### src/rtl/core/deq_pkg.sv
package deq_pkg;

  // Operation codes carried by in_op
  localparam logic [1:0] OP_PUSH_FRONT = 2'd0;
  localparam logic [1:0] OP_PUSH_BACK  = 2'd1;
  localparam logic [1:0] OP_POP_FRONT  = 2'd2;
  localparam logic [1:0] OP_POP_BACK   = 2'd3;

  // Status codes carried by out_status
  localparam logic [1:0] STAT_DONE      = 2'd0;
  localparam logic [1:0] STAT_POP_EMPTY = 2'd1;
  localparam logic [1:0] STAT_PUSH_FULL = 2'd2;

  localparam int unsigned DATA_W  = 32;
  localparam int unsigned COUNT_W = 9;

  typedef struct packed {
    logic [1:0]               status;
    logic [COUNT_W-1:0]       count;
    logic signed [DATA_W-1:0] popped_value;
    logic signed [DATA_W-1:0] front_value;
    logic signed [DATA_W-1:0] back_value;
  } deq_result_t;

endpackage

### src/rtl/core/deq_ctrl.sv
module deq_ctrl #(
  parameter int unsigned DEPTH = 256,
  parameter int unsigned AW    = $clog2(DEPTH),
  parameter int unsigned CW    = $clog2(DEPTH + 1)
) (
  input  logic                               clk,
  input  logic                               rst_n,
  input  logic                               in_valid,
  input  logic [1:0]                         in_op,
  input  logic signed [deq_pkg::DATA_W-1:0]  in_value,
  output logic                               in_stall,
  input  logic                               res_free,
  output logic                               res_load,
  output deq_pkg::deq_result_t               res,
  output logic                               ram_we,
  output logic                               ram_re,
  output logic [AW-1:0]                      ram_addr,
  output logic [deq_pkg::DATA_W-1:0]         ram_wdata,
  input  logic [deq_pkg::DATA_W-1:0]         ram_rdata
);

  typedef enum logic {ST_IDLE, ST_FIN} state_t;

  state_t                     state_r, state_nxt;
  logic [CW-1:0]              count_r, count_nxt;
  logic [AW-1:0]              head_r, head_nxt;
  logic [AW-1:0]              tail_r, tail_nxt;
  logic [deq_pkg::DATA_W-1:0] front_r, front_nxt;
  logic [deq_pkg::DATA_W-1:0] back_r, back_nxt;
  logic [deq_pkg::DATA_W-1:0] popped_r, popped_nxt;
  logic [1:0]                 status_r, status_nxt;
  logic                       rd_front_r, rd_front_nxt;
  logic                       rd_back_r, rd_back_nxt;
  logic [deq_pkg::DATA_W-1:0] front_fin, back_fin;
  logic                       accept, is_empty, is_full, one_left;

  function automatic logic [AW-1:0] ring_inc(input logic [AW-1:0] x);
    ring_inc = (x == AW'(DEPTH - 1)) ? '0 : x + AW'(1);
  endfunction

  function automatic logic [AW-1:0] ring_dec(input logic [AW-1:0] x);
    ring_dec = (x == '0) ? AW'(DEPTH - 1) : x - AW'(1);
  endfunction

  // Hold the input side during reset and while a request is in flight
  assign in_stall  = !rst_n || (state_r != ST_IDLE);
  assign accept    = in_valid && !in_stall;
  assign is_empty  = (count_r == '0);
  assign is_full   = (count_r == CW'(DEPTH));
  assign one_left  = (count_r == CW'(1));
  assign res_load  = (state_r == ST_FIN) && res_free;
  assign front_fin = rd_front_r ? ram_rdata : front_r;
  assign back_fin  = rd_back_r ? ram_rdata : back_r;

  always_comb begin
    res.status       = status_r;
    res.count        = deq_pkg::COUNT_W'(count_r);
    res.popped_value = popped_r;
    res.front_value  = is_empty ? '0 : front_fin;
    res.back_value   = is_empty ? '0 : back_fin;
  end

  always_comb begin
    state_nxt    = state_r;
    count_nxt    = count_r;
    head_nxt     = head_r;
    tail_nxt     = tail_r;
    front_nxt    = front_r;
    back_nxt     = back_r;
    popped_nxt   = popped_r;
    status_nxt   = status_r;
    rd_front_nxt = rd_front_r;
    rd_back_nxt  = rd_back_r;
    ram_we       = 1'b0;
    ram_re       = 1'b0;
    ram_addr     = head_r;
    ram_wdata    = in_value;
    case (state_r)
      ST_IDLE: begin
        if (accept) begin
          state_nxt    = ST_FIN;
          status_nxt   = deq_pkg::STAT_DONE;
          popped_nxt   = '0;
          rd_front_nxt = 1'b0;
          rd_back_nxt  = 1'b0;
          case (in_op)
            deq_pkg::OP_PUSH_FRONT: begin
              if (is_full) begin
                status_nxt = deq_pkg::STAT_PUSH_FULL;
              end else begin
                head_nxt  = ring_dec(head_r);
                ram_we    = 1'b1;
                ram_addr  = ring_dec(head_r);
                front_nxt = in_value;
                count_nxt = count_r + CW'(1);
                if (is_empty) begin
                  back_nxt = in_value;
                  tail_nxt = ring_dec(head_r);
                end
              end
            end
            deq_pkg::OP_PUSH_BACK: begin
              if (is_full) begin
                status_nxt = deq_pkg::STAT_PUSH_FULL;
              end else begin
                tail_nxt  = is_empty ? head_r : ring_inc(tail_r);
                ram_we    = 1'b1;
                ram_addr  = is_empty ? head_r : ring_inc(tail_r);
                back_nxt  = in_value;
                count_nxt = count_r + CW'(1);
                if (is_empty) begin
                  front_nxt = in_value;
                end
              end
            end
            deq_pkg::OP_POP_FRONT: begin
              if (is_empty) begin
                status_nxt = deq_pkg::STAT_POP_EMPTY;
              end else begin
                popped_nxt   = front_r;
                head_nxt     = ring_inc(head_r);
                count_nxt    = count_r - CW'(1);
                ram_addr     = ring_inc(head_r);
                ram_re       = !one_left;
                rd_front_nxt = !one_left;
              end
            end
            deq_pkg::OP_POP_BACK: begin
              if (is_empty) begin
                status_nxt = deq_pkg::STAT_POP_EMPTY;
              end else begin
                popped_nxt  = back_r;
                tail_nxt    = ring_dec(tail_r);
                count_nxt   = count_r - CW'(1);
                ram_addr    = ring_dec(tail_r);
                ram_re      = !one_left;
                rd_back_nxt = !one_left;
              end
            end
            default: begin
              status_nxt = deq_pkg::STAT_DONE;
            end
          endcase
        end
      end
      ST_FIN: begin
        if (res_load) begin
          state_nxt    = ST_IDLE;
          front_nxt    = front_fin;
          back_nxt     = back_fin;
          rd_front_nxt = 1'b0;
          rd_back_nxt  = 1'b0;
        end
      end
      default: begin
        state_nxt = ST_IDLE;
      end
    endcase
  end

  always_ff @(posedge clk) begin
    front_r    <= front_nxt;
    back_r     <= back_nxt;
    popped_r   <= popped_nxt;
    status_r   <= status_nxt;
    rd_front_r <= rd_front_nxt;
    rd_back_r  <= rd_back_nxt;
    if (!rst_n) begin
      state_r <= ST_IDLE;
      count_r <= '0;
      head_r  <= '0;
      tail_r  <= '0;
    end else begin
      state_r <= state_nxt;
      count_r <= count_nxt;
      head_r  <= head_nxt;
      tail_r  <= tail_nxt;
    end
  end

endmodule

### config.mk
export PLATFORM = sky130hd
export DESIGN_NAME = deq_ctrl
export DESIGN_NICKNAME = d
export VERILOG_FILES = /design/src/rtl/core/deq_pkg.sv /design/src/rtl/core/deq_ctrl.sv
export SDC_FILE = /design/constraint.sdc
export NUM_CORES = 1
export LEC_CHECK = 0
export BUFFER_PORTS_ARGS = -buffer_cell sky130_fd_sc_hd__buf_2
export CAP_MARGIN = 30
export CORE_MARGIN = 2
export CORE_UTILIZATION = 48
export CTS_CLUSTER_SIZE = 8
export DETAILED_ROUTE_END_ITERATION = 8
export GPL_ROUTABILITY_DRIVEN = 0
export PLACE_DENSITY_LB_ADDON = 0.25
export SLEW_MARGIN = 5
export SYNTH_ARGS = -nofsm -noshare
export SYNTH_HDL_FRONTEND = slang
export SYNTH_SLANG_ARGS = --single-unit
### constraint.sdc
create_clock -name clk -period 4 [get_ports clk]
set_input_delay 0 -clock clk [delete_from_list [all_inputs] [get_ports clk]]
set_output_delay 0 -clock clk [all_outputs]
set_load 0.02 [all_outputs]
Word-level counts from Yosys, hierarchy flattened --
Index checks and enable logic that the tools add are counted.
Word-level totals: register bits 126, memories kept 0, memory bits (writable) 0, ROM bits 0, word-level logic and storage cells 118, output and inout port bits 151, bits in latches 0
Cells by class: $mul 0, bitwise gates (word level) 1, shifts and indexed selects 0, reductions and logical operators 21, $add $sub $neg 6, equality and inequality tests 20, divide/modulo/power cells 0, mux-type cells 60, order comparisons 0
Operators with widths (number):
- two-way mux 32 bit | 13
- case mux 32 bit (2 select lines) | 5
- two-way mux 8 bit | 15
- case mux 8 bit (4 select lines) | 1
- case mux 8 bit (3 select lines) | 1
- two-way mux 9 bit | 2
- case mux 9 bit (2 select lines) | 1
- adder 8 x 1 -> 8 bit, second input constant | 2
- equality test 8 bit, second input constant | 2
- logical NOT 8 bit | 2
- two-way mux 1 bit | 16
- != test 2 bit, second input constant | 8
- case mux 8 bit (2 select lines) | 1
- subtractor 8 x 1 -> 8 bit, second input constant | 2
- != test 3 bit, second input constant | 4
- AND reduction 6 bit | 2
- adder 9 x 1 -> 9 bit, second input constant | 1
- equality test 9 x 1 -> 1 bit, second input constant | 1
- equality test 9 bit, second input constant | 1
- logical NOT 9 bit | 1
- subtractor 9 x 1 -> 9 bit, second input constant | 1
- AND reduction 7 bit | 1
- case mux 1 bit (2 select lines) | 3
- equality test 2 bit, second input constant | 2
- other kinds (15) | 20

Depth between registers and ports, before layout --
Gate-level depths: netlist of the first run.
depth in word-level cells 7, gate-level depth with buffers 11, mapped depth without buffers 8

Worst setup path after synthesis of the first run --
OpenSTA, ideal clock, no wires.
kind register to register, from reg count_r[0], to reg back_r[0] (netlist bit), enable pin, stages on the path, launching flop included 10, setup time 0.421 ns, clock period less this slack 3.749 ns, buffers on the path 2, path slack 0.251 ns, arrival 3.328 ns, cells stage by stage dfxtp_1 inv_1 ha_1 or4b_4 buf_6 nor2_2 buf_2 mux2_2 a21oi_1 nor2_1
Between the ends: word-level cells in the longest chain between the ends 3, elaborated cells on any way between the ends 6, classes of those cells eq/ne: 4; reduce/logical: 2
Ends and longest elaborated chain:
- start: declaration | RTL line deq_ctrl.sv:25 | logic [CW-1:0] count_r, count_nxt;
- start signal: assignment | RTL line deq_ctrl.sv:175 | count_r <= count_nxt;
- equality test 9 bit / logical NOT 9 bit (equally long branches) | RTL line deq_ctrl.sv:49, deq_ctrl.sv:48
- != test 3 bit (no source line)
- AND reduction 6 bit (no source line) (*)
- end signal: assignment | RTL line deq_ctrl.sv:163 | back_r <= back_nxt;
- end: declaration | RTL line deq_ctrl.sv:29 | logic [deq_pkg::DATA_W-1:0] back_r, back_nxt;
Mark *: on every way between the ends. The rest lies on a longest branch, timed or not. A chain may end at the register's enable or synchronous reset.

==> impl_metrics.json, run 1 <==
{
  "cpLargestDelayFamily": "buffers and inverters",
  "p_per_area_nw_per_um2": 453,
  "syn_inst": 911,
  "io_pins": 221,
  "synth.distinct_cells": 66,
  "worst-path-stages": 8,
  "hold_ws_ns": -0.00273,
  "setup_tns_ns": 0,
  "hold_class": "primary input to register",
  "grt_max_degree": 67,
  "crit_path_start": "count_r[0]$_SDFFE_PN0P_",
  "multiInputGateArea_um2": 3960,
  "violations": "hold timing",
  "cp.buffers_inverters": 4,
  "numPortBuffers": 220,
  "wl_per_cell_um": 18.6,
  "placed_area_um2": 9060,
  "root_buffer": "clkbuf_16",
  "syn_nets": 994,
  "finalCritPeriodShare_pct": 82.8,
  "syn2layout_area_growth_pct": 24.7,
  "drt_iter0_markers": 769,
  "final_common_cell": "buf_2",
  "start_kind": "register",
  "tightest_slew_ns": 0.942,
  "min_period_ns": 3.31,
  "placedCellCount": 1260,
  "yosysTopAreaCellShare_pct": 37.1,
  "use_met2_pct": 45.6,
  "met1_usage_pct": 34.6,
  "worstSetupEndpointType": "output port",
  "ant_nets": 0,
  "clk_latency_ns": 0.43,
  "seq_area_um2": 3530,
  "dr.pass1.iters": 6,
  "use_met3_pct": 5.18,
  "routed_wl_um": 24900,
  "viasPerCell": 5.85,
  "cp_max_fo": 64,
  "core_area_um2": 16500,
  "grt_overflow": 0,
  "finalMaxSlewViolations": 0,
  "max_slew_margin_pct": 37.2,
  "grt_use_total_pct": 27.7,
  "grt-busiest-layer": "met2",
  "stdcell_area_um2": 10100,
  "p_leak_uw": 0.00418,
  "worstSetupPathType": "register to output port",
  "drcViolationCount": 0,
  "synth_seq_cells": 126,
  "ff2ff_setup_slack_ns": 0.86,
  "initial_utilization_pct": 49.0,
  "critPathMaxStageDelay_ns": 0.59,
  "critical_path_arrival_ns": 3.31,
  "synth_top_area_cell": "edfxtp_1",
  "die_w_um": 134,
  "required_ns": 4.00,
  "route.vias.total": 7821,
  "cts_max_level": 4,
  "timing.rr.end": "head_r[7]$_SDFFE_PN0P_",
  "ys_async_sr_fraction_pct": 0,
  "netlist_area_um2": 8100,
  "cap_violations": 0,
  "grt_pass1_vias": 7486,
  "reg2reg_depth": 9,
  "synth.avg_cell_area_um2": 8.89,
  "crit_path_frequent_cell": "buf_4",
  "cts_buffer_depth": 2,
  "nFillCells": 1407,
  "path_cells": "inv_1 > ha_1 > or4b_4 > nor2_4 > buf_4 > buf_4 > nor2_1 > buf_2",
  "die_y_um": 134,
  "cts_tree": "built",
  "finalNonFillerCells": 1338,
  "skew_ns": 0.0122,
  "cts_inserted_buffers": 17,
  "final-hold-violation-count": 1,
  "drive_above_1_share_pct": 25.7,
  "rows": 47,
  "max_freq_mhz": 302,
  "synthTopCellsByArea": "edfxtp_1, mux2i_1, nor2_1",
  "die_area_um2": 17900,
  "utilization_pct": 61.1,
  "rr_startpoint": "count_r[0]$_SDFFE_PN0P_",
  "cts_num_sinks": 126,
  "ir_worst_vdd_mv": 0.369,
  "grt_setup_unrepaired": "false",
  "antenna_found_initial": 1,
  "status": "finished with violations",
  "yosysWarningCount": 0,
  "cp-endpoint": "res[51]",
  "synth_edf_count": 100,
  "dp_hpwl_um": 16700,
  "setup_viol": 0,
  "seq_area_frac_synth_pct": 43.5,
  "ys.flop_type": "edfxtp_1",
  "fin_nets": 1189,
  "grt_pass1_wl_um": 38900,
  "final_cell_mix": "buf_2, nor2_1, edfxtp_1",
  "clk_pin_slew_ns": 0.05,
  "slowest_stage": "buf_4"
}
## registers in the layout, summed over array words and instances (netlist names)
signal      count
status_r        2
tail_r          8
back_r         32
rd_front_r      1
head_r          8
front_r        32
rd_back_r       1
popped_r       32
count_r         9
state_r         1
## tightest hold or removal path, delay by kind of cell
| kind | cells | cell delay [ns] |
|---|---|---|
| mux | 1 | 0.08 |
| compound gates | 1 | 0.14 |
| buf+inv | 1 | 0.09 |
## synthesized netlist by cell type (all sizes together) (13+ instances only)
cell type  number
a21oi         102
a22oi          32
a31oi          18
buf            61
clkbuf         47
dfxtp          26
edfxtp        100
ha             13
inv            16
mux2i          65
nand2          51
nand3          15
nor2          175
nor3           27
o21ai          42
xnor2          14
## worst min-delay path by stage
stage / to / depth (start not counted) / slack [ns] / startpoint
finish: back_r[23]$_DFFE_PP_ / 3 / -0.003 / ram_rdata[23]
global route: back_r[8]$_DFFE_PP_ / 3 / 0.01 / ram_rdata[8]
CTS: back_r[8]$_DFFE_PP_ / 3 / 0.0001 / ram_rdata[8]
detailed placement: ram_wdata[18] / 2 / 0.23 / in_value[18]
global placement: ram_wdata[21] / 2 / 0.23 / in_value[21]
floorplan: ram_wdata[0] / 1 / 0.11 / in_value[0]
## power breakdown
group / switching [uW] / total [uW] / internal (uW)
clock: 556 / 1530 / 969
combinational: 952 / 1430 / 477
sequential: 86.9 / 1620 / 1530
## layout make-up
type	instances	area share (%)
Antenna cell	1	0.0248
Clock buffer	23	4.44
Clock inverter	7	1.14
Inverter	18	0.669
Multi-Input combinational cell	659	39.2
Sequential cell	126	34.9
Tap cell	220	2.73
Timing Repair Buffer	284	16.8
## cells by family after synthesis
group                    after synthesis  share of synthesized area (%)
AND/OR/NAND/NOR                      316                           17.5
XOR/XNOR                              20                           2.16
flip-flops                           126                           43.5
AO/OA/AOI/OAI                        243                           18.7
buffers and inverters                126                           7.87
multiplexers                          67                           8.32
adder cells (fa/ha/maj)               13                           2.01
## through the flow
| stage | hold WS, ns | total power [uW] | worst slack (ns) |
|---|---|---|---|
| floorplan | 0.113 | 2610 | 0.251 |
| global placement | 0.234 | 3000 | 0.968 |
| detailed placement | 0.233 | 3010 | 0.911 |
| CTS | 0.000121 | 4570 | 0.699 |
| global route | 0.00959 | 4760 | 0.435 |
| finish | -0.00273 | 4570 | 0.690 |
## layer usage
| metal | routed length, um | part of all wire (%) |
|---|---|---|
| met1 | 10200 | 41 |
| met2 | 11800 | 47 |
| met3 | 1980 | 8.0 |
| met4 | 868 | 3.5 |
| met5 | 0 | 0 |
## repair_timing
action,CTS,global route
hold endpoints to repair,67,0
resized for setup,0,0
setup buffers,0,0
hold buffers,47,0
(Power assumes the default switching activity.)
==> run 2: changes to the inputs <==
clock period = 2.8 ns   (was 4 ns; I/O delays follow)
==> impl_metrics.json, run 2 (same netlist as run 1, synthesis figures left out) <==
{
  "status": "finished with violations",
  "violations": "hold timing",
  "crit_path_frequent_cell": "buf_4",
  "cp.buffers_inverters": 4,
  "dp_hpwl_um": 16800,
  "min_period_ns": 2.74,
  "insertedDiodeCount": 0,
  "viasPerCell": 5.80,
  "critPathMaxStageDelay_ns": 0.55,
  "top_layer_used": "met4",
  "worstSetupPathType": "register to output port",
  "max_slew_margin_pct": 45.6,
  "drcViolationCount": 0,
  "final_common_cell": "buf_2",
  "timing.rr.end": "count_r[8]$_SDFFE_PN0P_",
  "top_regs": "back_r (32), front_r (32), popped_r (32)",
  "finalCritPeriodShare_pct": 97.8,
  "cpLargestDelayFamily": "simple AND/OR/NAND/NOR gates",
  "p_per_area_nw_per_um2": 631,
  "syn2layout_area_growth_pct": 30.1,
  "antenna_found_initial": 0,
  "drive_above_1_share_pct": 29.9,
  "slowest_stage": "or4b_4",
  "route.vias.total": 8002,
  "wl_met1_um": 10200,
  "hold_class": "primary input to register",
  "fin_ws_ns": 0.0605,
  "rr_startpoint": "count_r[0]$_SDFFE_PN0P_",
  "die_y_um": 134,
  "pre_cts_ws_ns": 0.256,
  "max_freq_mhz": 365,
  "crit_path_start": "count_r[0]$_SDFFE_PN0P_",
  "die_area_um2": 17900,
  "grt_pass1_vias": 7606,
  "initial_utilization_pct": 49.0,
  "p_leak_uw": 0.00440,
  "cp_max_fo": 6,
  "die_w_um": 134,
  "cts_buffer_depth": 2,
  "io_pins": 221,
  "core_area_um2": 16500,
  "root_buffer": "clkbuf_16",
  "reg2reg_depth": 12,
  "cap_violations": 0,
  "numPortBuffers": 220,
  "route.met2.wl_um": 12300,
  "setup_viol": 0,
  "hold_ws_ns": -0.000266,
  "ff2ff_setup_slack_ns": 0.20,
  "ir_worst_vdd_mv": 0.489,
  "clk_latency_ns": 0.43,
  "final-hold-violation-count": 1,
  "p_total_uw": 6650,
  "grt_pass1_wl_um": 38800,
  "grt_overflow": 0,
  "skew_ns": 0.00805,
  "fin_nets": 1230,
  "cts_max_level": 4,
  "placed_area_um2": 9230,
  "start_kind": "register",
  "routed_wl_um": 25300,
  "cts_tree": "built",
  "required_ns": 2.80,
  "clk_pin_slew_ns": 0.06,
  "rows": 47,
  "worstSetupEndpointType": "output port",
  "grt_use_total_pct": 27.5,
  "path_cells": "inv_2 > ha_1 > or4b_4 > buf_6 > buf_4 > o211ai_1 > xnor2_1 > nand2_1 > a31oi_1 > buf_4",
  "stdcell_area_um2": 10500,
  "cts_num_sinks": 126,
  "cp-endpoint": "ram_addr[6]",
  "dr.pass1.iters": 6,
  "ant_nets": 0,
  "worst-path-stages": 10,
  "drt_iter0_markers": 807,
  "grt_setup_unrepaired": "true",
  "grt_max_degree": 65,
  "critical_path_arrival_ns": 2.74,
  "wl_per_cell_um": 18.3,
  "tightest_slew_ns": 0.815,
  "wl_met3_um": 2100,
  "final_cell_mix": "buf_2, nor2_1, edfxtp_1",
  "cts_inserted_buffers": 17,
  "finalMaxSlewViolations": 0
}
[run 2: cell count changes in the layout (fill, tap and decap cells not counted), sizes merged]
cell,change
buf,+36
bufinv,-2
clkbuf,-3
clkinv,+4
clkinvlp,+3
diode,-1
dlygate4sd3,+4
inv,+1
[run 2: worst reg2reg max path, cell delays in order (launching register included)]
cell,delay [ns]
dfxtp_2,0.35
inv_2,0.09
ha_1,0.17
or4b_4,0.56
buf_6,0.17
buf_4,0.13
buf_4,0.13
o41ai_4,0.32
buf_4,0.22
a21oi_2,0.07
o21ai_2,0.07
xnor2_1,0.06
and2_1,0.15
[run 2: report_power, final]
group,leakage [uW],internal [uW],switching [uW]
logic,0.00300,878,1450
clock network,0.000249,1200,833
registers,0.00115,2190,99.8
[run 2: cell type report]
class | count | area, um2
Fill cell | 1367 | 5990
Multi-Input combinational cell | 659 | 4050
Sequential cell | 126 | 3530
Timing Repair Buffer | 325 | 2080
Clock buffer | 19 | 433
Tap cell | 220 | 275
Clock inverter | 13 | 98.8
Inverter | 18 | 67.6
[run 2: worst min-delay path by stage]
stage                              from  cells after the start              endpoint  slack (ns)
after detailed placement   in_value[25]                      2         ram_wdata[25]        0.23
after global routing       ram_rdata[6]                      3   back_r[6]$_DFFE_PP_        0.03
after floorplan             in_value[0]                      1          ram_wdata[0]        0.11
after CTS                  ram_rdata[9]                      3   back_r[9]$_DFFE_PP_      0.0006
after global placement     in_value[25]                      2         ram_wdata[25]        0.23
final                     ram_rdata[18]                      3  back_r[18]$_DFFE_PP_     -0.0003
[run 2: routing by layer]
metal / vias to the layer above / GRT usage, %
met4: 0 / 11.0
met1: 3751 / 35.6
met3: 63 / 5.90
met5: - / 0
met2: 427 / 45.0
li1: 3761 / -
[run 2: through the flow]
stage | utilization, % | instances | setup TNS (ns) | hold slack [ns]
after floorplan | - | 911 | 0 | 0.113
after global placement | 55.8 | 1279 | 0 | 0.234
after detailed placement | 55.8 | 1279 | 0 | 0.234
after CTS | 62.6 | 1366 | -0.0365 | 0.000590
after global routing | 63.7 | 1380 | -0.0517 | 0.0259
final | 63.7 | 1380 | 0 | -0.000266
[run 2: what timing repair did]
action / CTS / global route
pin swaps: 4 / 9
gates cloned: 0 / 1
resized for setup: 11 / 25
setup endpoints to repair: 7 / 8
buffers inserted: 4 / 13
endpoints found under the hold margin: 64 / 0
hold buffers: 51 / 0
==> run 3: changes to the inputs <==
PLACE_DENSITY = 0.84   (was not set)
PLACE_DENSITY_LB_ADDON = not set   (was 0.25)
==> impl_metrics.json, run 3 (same netlist as run 1, synthesis figures left out) <==
{
  "status": "completed",
  "rr_startpoint": "count_r[0]$_SDFFE_PN0P_",
  "root_buffer": "clkbuf_16",
  "clk_latency_ns": 0.41,
  "grt_use_total_pct": 27.2,
  "reg2reg_depth": 10,
  "dp_hpwl_um": 17000,
  "use_met3_pct": 5.33,
  "cts_num_sinks": 126,
  "grt_overflow": 0,
  "grt_pass1_vias": 7475,
  "ir_worst_vdd_mv": 0.432,
  "tightest_slew_ns": 0.713,
  "route.vias.total": 8084,
  "cts_inserted_buffers": 17,
  "antenna_found_initial": 0,
  "met1_usage_pct": 35.3,
  "ff2ff_setup_slack_ns": 0.27,
  "die_w_um": 134,
  "grt_pass1_wl_um": 38700,
  "cts_tree": "built",
  "grt_max_degree": 76,
  "numPortBuffers": 220,
  "p_per_area_nw_per_um2": 650,
  "die_area_um2": 17900,
  "min_from": "ram_rdata[30]",
  "pre_cts_ws_ns": 0.289,
  "drt_iter0_markers": 791,
  "placed_area_um2": 9210,
  "cp_max_fo": 6,
  "use_met2_pct": 43.9,
  "insertedDiodeCount": 0,
  "worstHoldPathCells": 3,
  "skew_ns": 0.00963,
  "cap_violations": 0,
  "start_kind": "register",
  "final-hold-violation-count": 0,
  "hold_class": "primary input to register",
  "cts_max_level": 4,
  "max_slew_margin_pct": 52.5,
  "grt_setup_unrepaired": "false",
  "min_period_ns": 2.75,
  "top_regs": "back_r (32), front_r (32), popped_r (32)",
  "final_common_cell": "buf_2",
  "final_cell_mix": "buf_2, nor2_1, edfxtp_1",
  "multiInputGateArea_um2": 4070,
  "critical_path_arrival_ns": 2.75,
  "drive_above_1_share_pct": 29.9,
  "seq_area_um2": 3530,
  "rows": 47,
  "clk_pin_slew_ns": 0.06,
  "io_pins": 221,
  "initial_utilization_pct": 49.0,
  "dr.pass1.iters": 5,
  "stdcell_area_um2": 10400,
  "fin_ws_ns": 0.0484,
  "worstSetupEndpointType": "output port",
  "utilization_pct": 62.6,
  "p_leak_uw": 0.00432,
  "grt-busiest-layer": "met2",
  "viasPerCell": 5.99,
  "ant_nets": 0,
  "min_delay_worst_endpoint": "front_r[30]$_DFFE_PP_",
  "required_ns": 2.80,
  "wl_per_cell_um": 18.9,
  "routed_wl_um": 25500,
  "timing.rr.end": "count_r[8]$_SDFFE_PN0P_",
  "core_area_um2": 16500,
  "worstSetupPathType": "register to output port",
  "die_y_um": 134,
  "nFillCells": 1318,
  "cts_buffer_depth": 2,
  "finalCritPeriodShare_pct": 98.3,
  "fin_nets": 1201,
  "finalMaxSlewViolations": 0,
  "p_total_uw": 6730,
  "setup_viol": 0,
  "drcViolationCount": 0,
  "max_freq_mhz": 363,
  "syn2layout_area_growth_pct": 27.9
}
run 3: worst max-delay path by stage:
stage	startpoint	to	slack, ns	cells after the start
after floorplan	count_r[1]$_SDFFE_PN0P_	back_r[0]$_DFFE_PP_	0.02	9
after global placement	count_r[1]$_SDFFE_PN0P_	ram_addr[1]	0.36	8
after detailed placement	count_r[1]$_SDFFE_PN0P_	ram_addr[3]	0.29	10
after CTS	count_r[0]$_SDFFE_PN0P_	ram_addr[4]	-0.006	10
after global routing	head_r[0]$_SDFFE_PN0P_	ram_addr[5]	0.0008	9
final	count_r[0]$_SDFFE_PN0P_	ram_addr[0]	0.05	9
run 3: final cells by class:
type	count	area share, %
flip-flops and latches	126	34.1
inverters	18	0.653
clock buffers	19	4.18
clock inverters	11	1.38
multi-input cells	660	39.3
well taps	220	2.66
repair buffers	295	17.7
run 3: report_power, final:
group | total [uW] | internal, uW | switching [uW] | leakage (uW)
logic | 2230 | 799 | 1430 | 0.00289
registers | 2310 | 2190 | 121 | 0.00115
clock network | 2190 | 1390 | 800 | 0.000281
run 3: what timing repair did:
| action | CTS | global route |
|---|---|---|
| hold endpoints to repair | 60 | 0 |
| resized for setup | 12 | 24 |
| pin swaps | 1 | 7 |
| cloned | 0 | 1 |
| setup buffers | 0 | 7 |
| hold buffers | 37 | 0 |
| endpoints found under the setup margin | 27 | 18 |
run 3: worst max-delay path, cell delays in order (launching register included):
cell	delay (ns)
dfxtp_2	0.34
inv_2	0.11
ha_4	0.16
or4b_4	0.54
or2_4	0.31
nor2_2	0.18
o21ai_0	0.11
o211a_1	0.16
a21oi_1	0.21
buf_2	0.22
run 3: layer usage:
| metal | part of all wire [%] | vias up |
|---|---|---|
| li1 | - | 3701 |
| met1 | 40 | 3750 |
| met2 | 47 | 526 |
| met3 | 8.5 | 107 |
| met4 | 4.2 | 0 |
| met5 | 0 | - |
run 3: stage by stage:
step / TNS (ns) / hold slack, ns / cells
after floorplan: 0 / 0.113 / 911
after global placement: 0 / 0.234 / 1274
after detailed placement: 0 / 0.233 / 1274
after CTS: -0.00569 / 0.00111 / 1341
after global routing: 0 / 0.0154 / 1349
final: 0 / 0.0163 / 1349
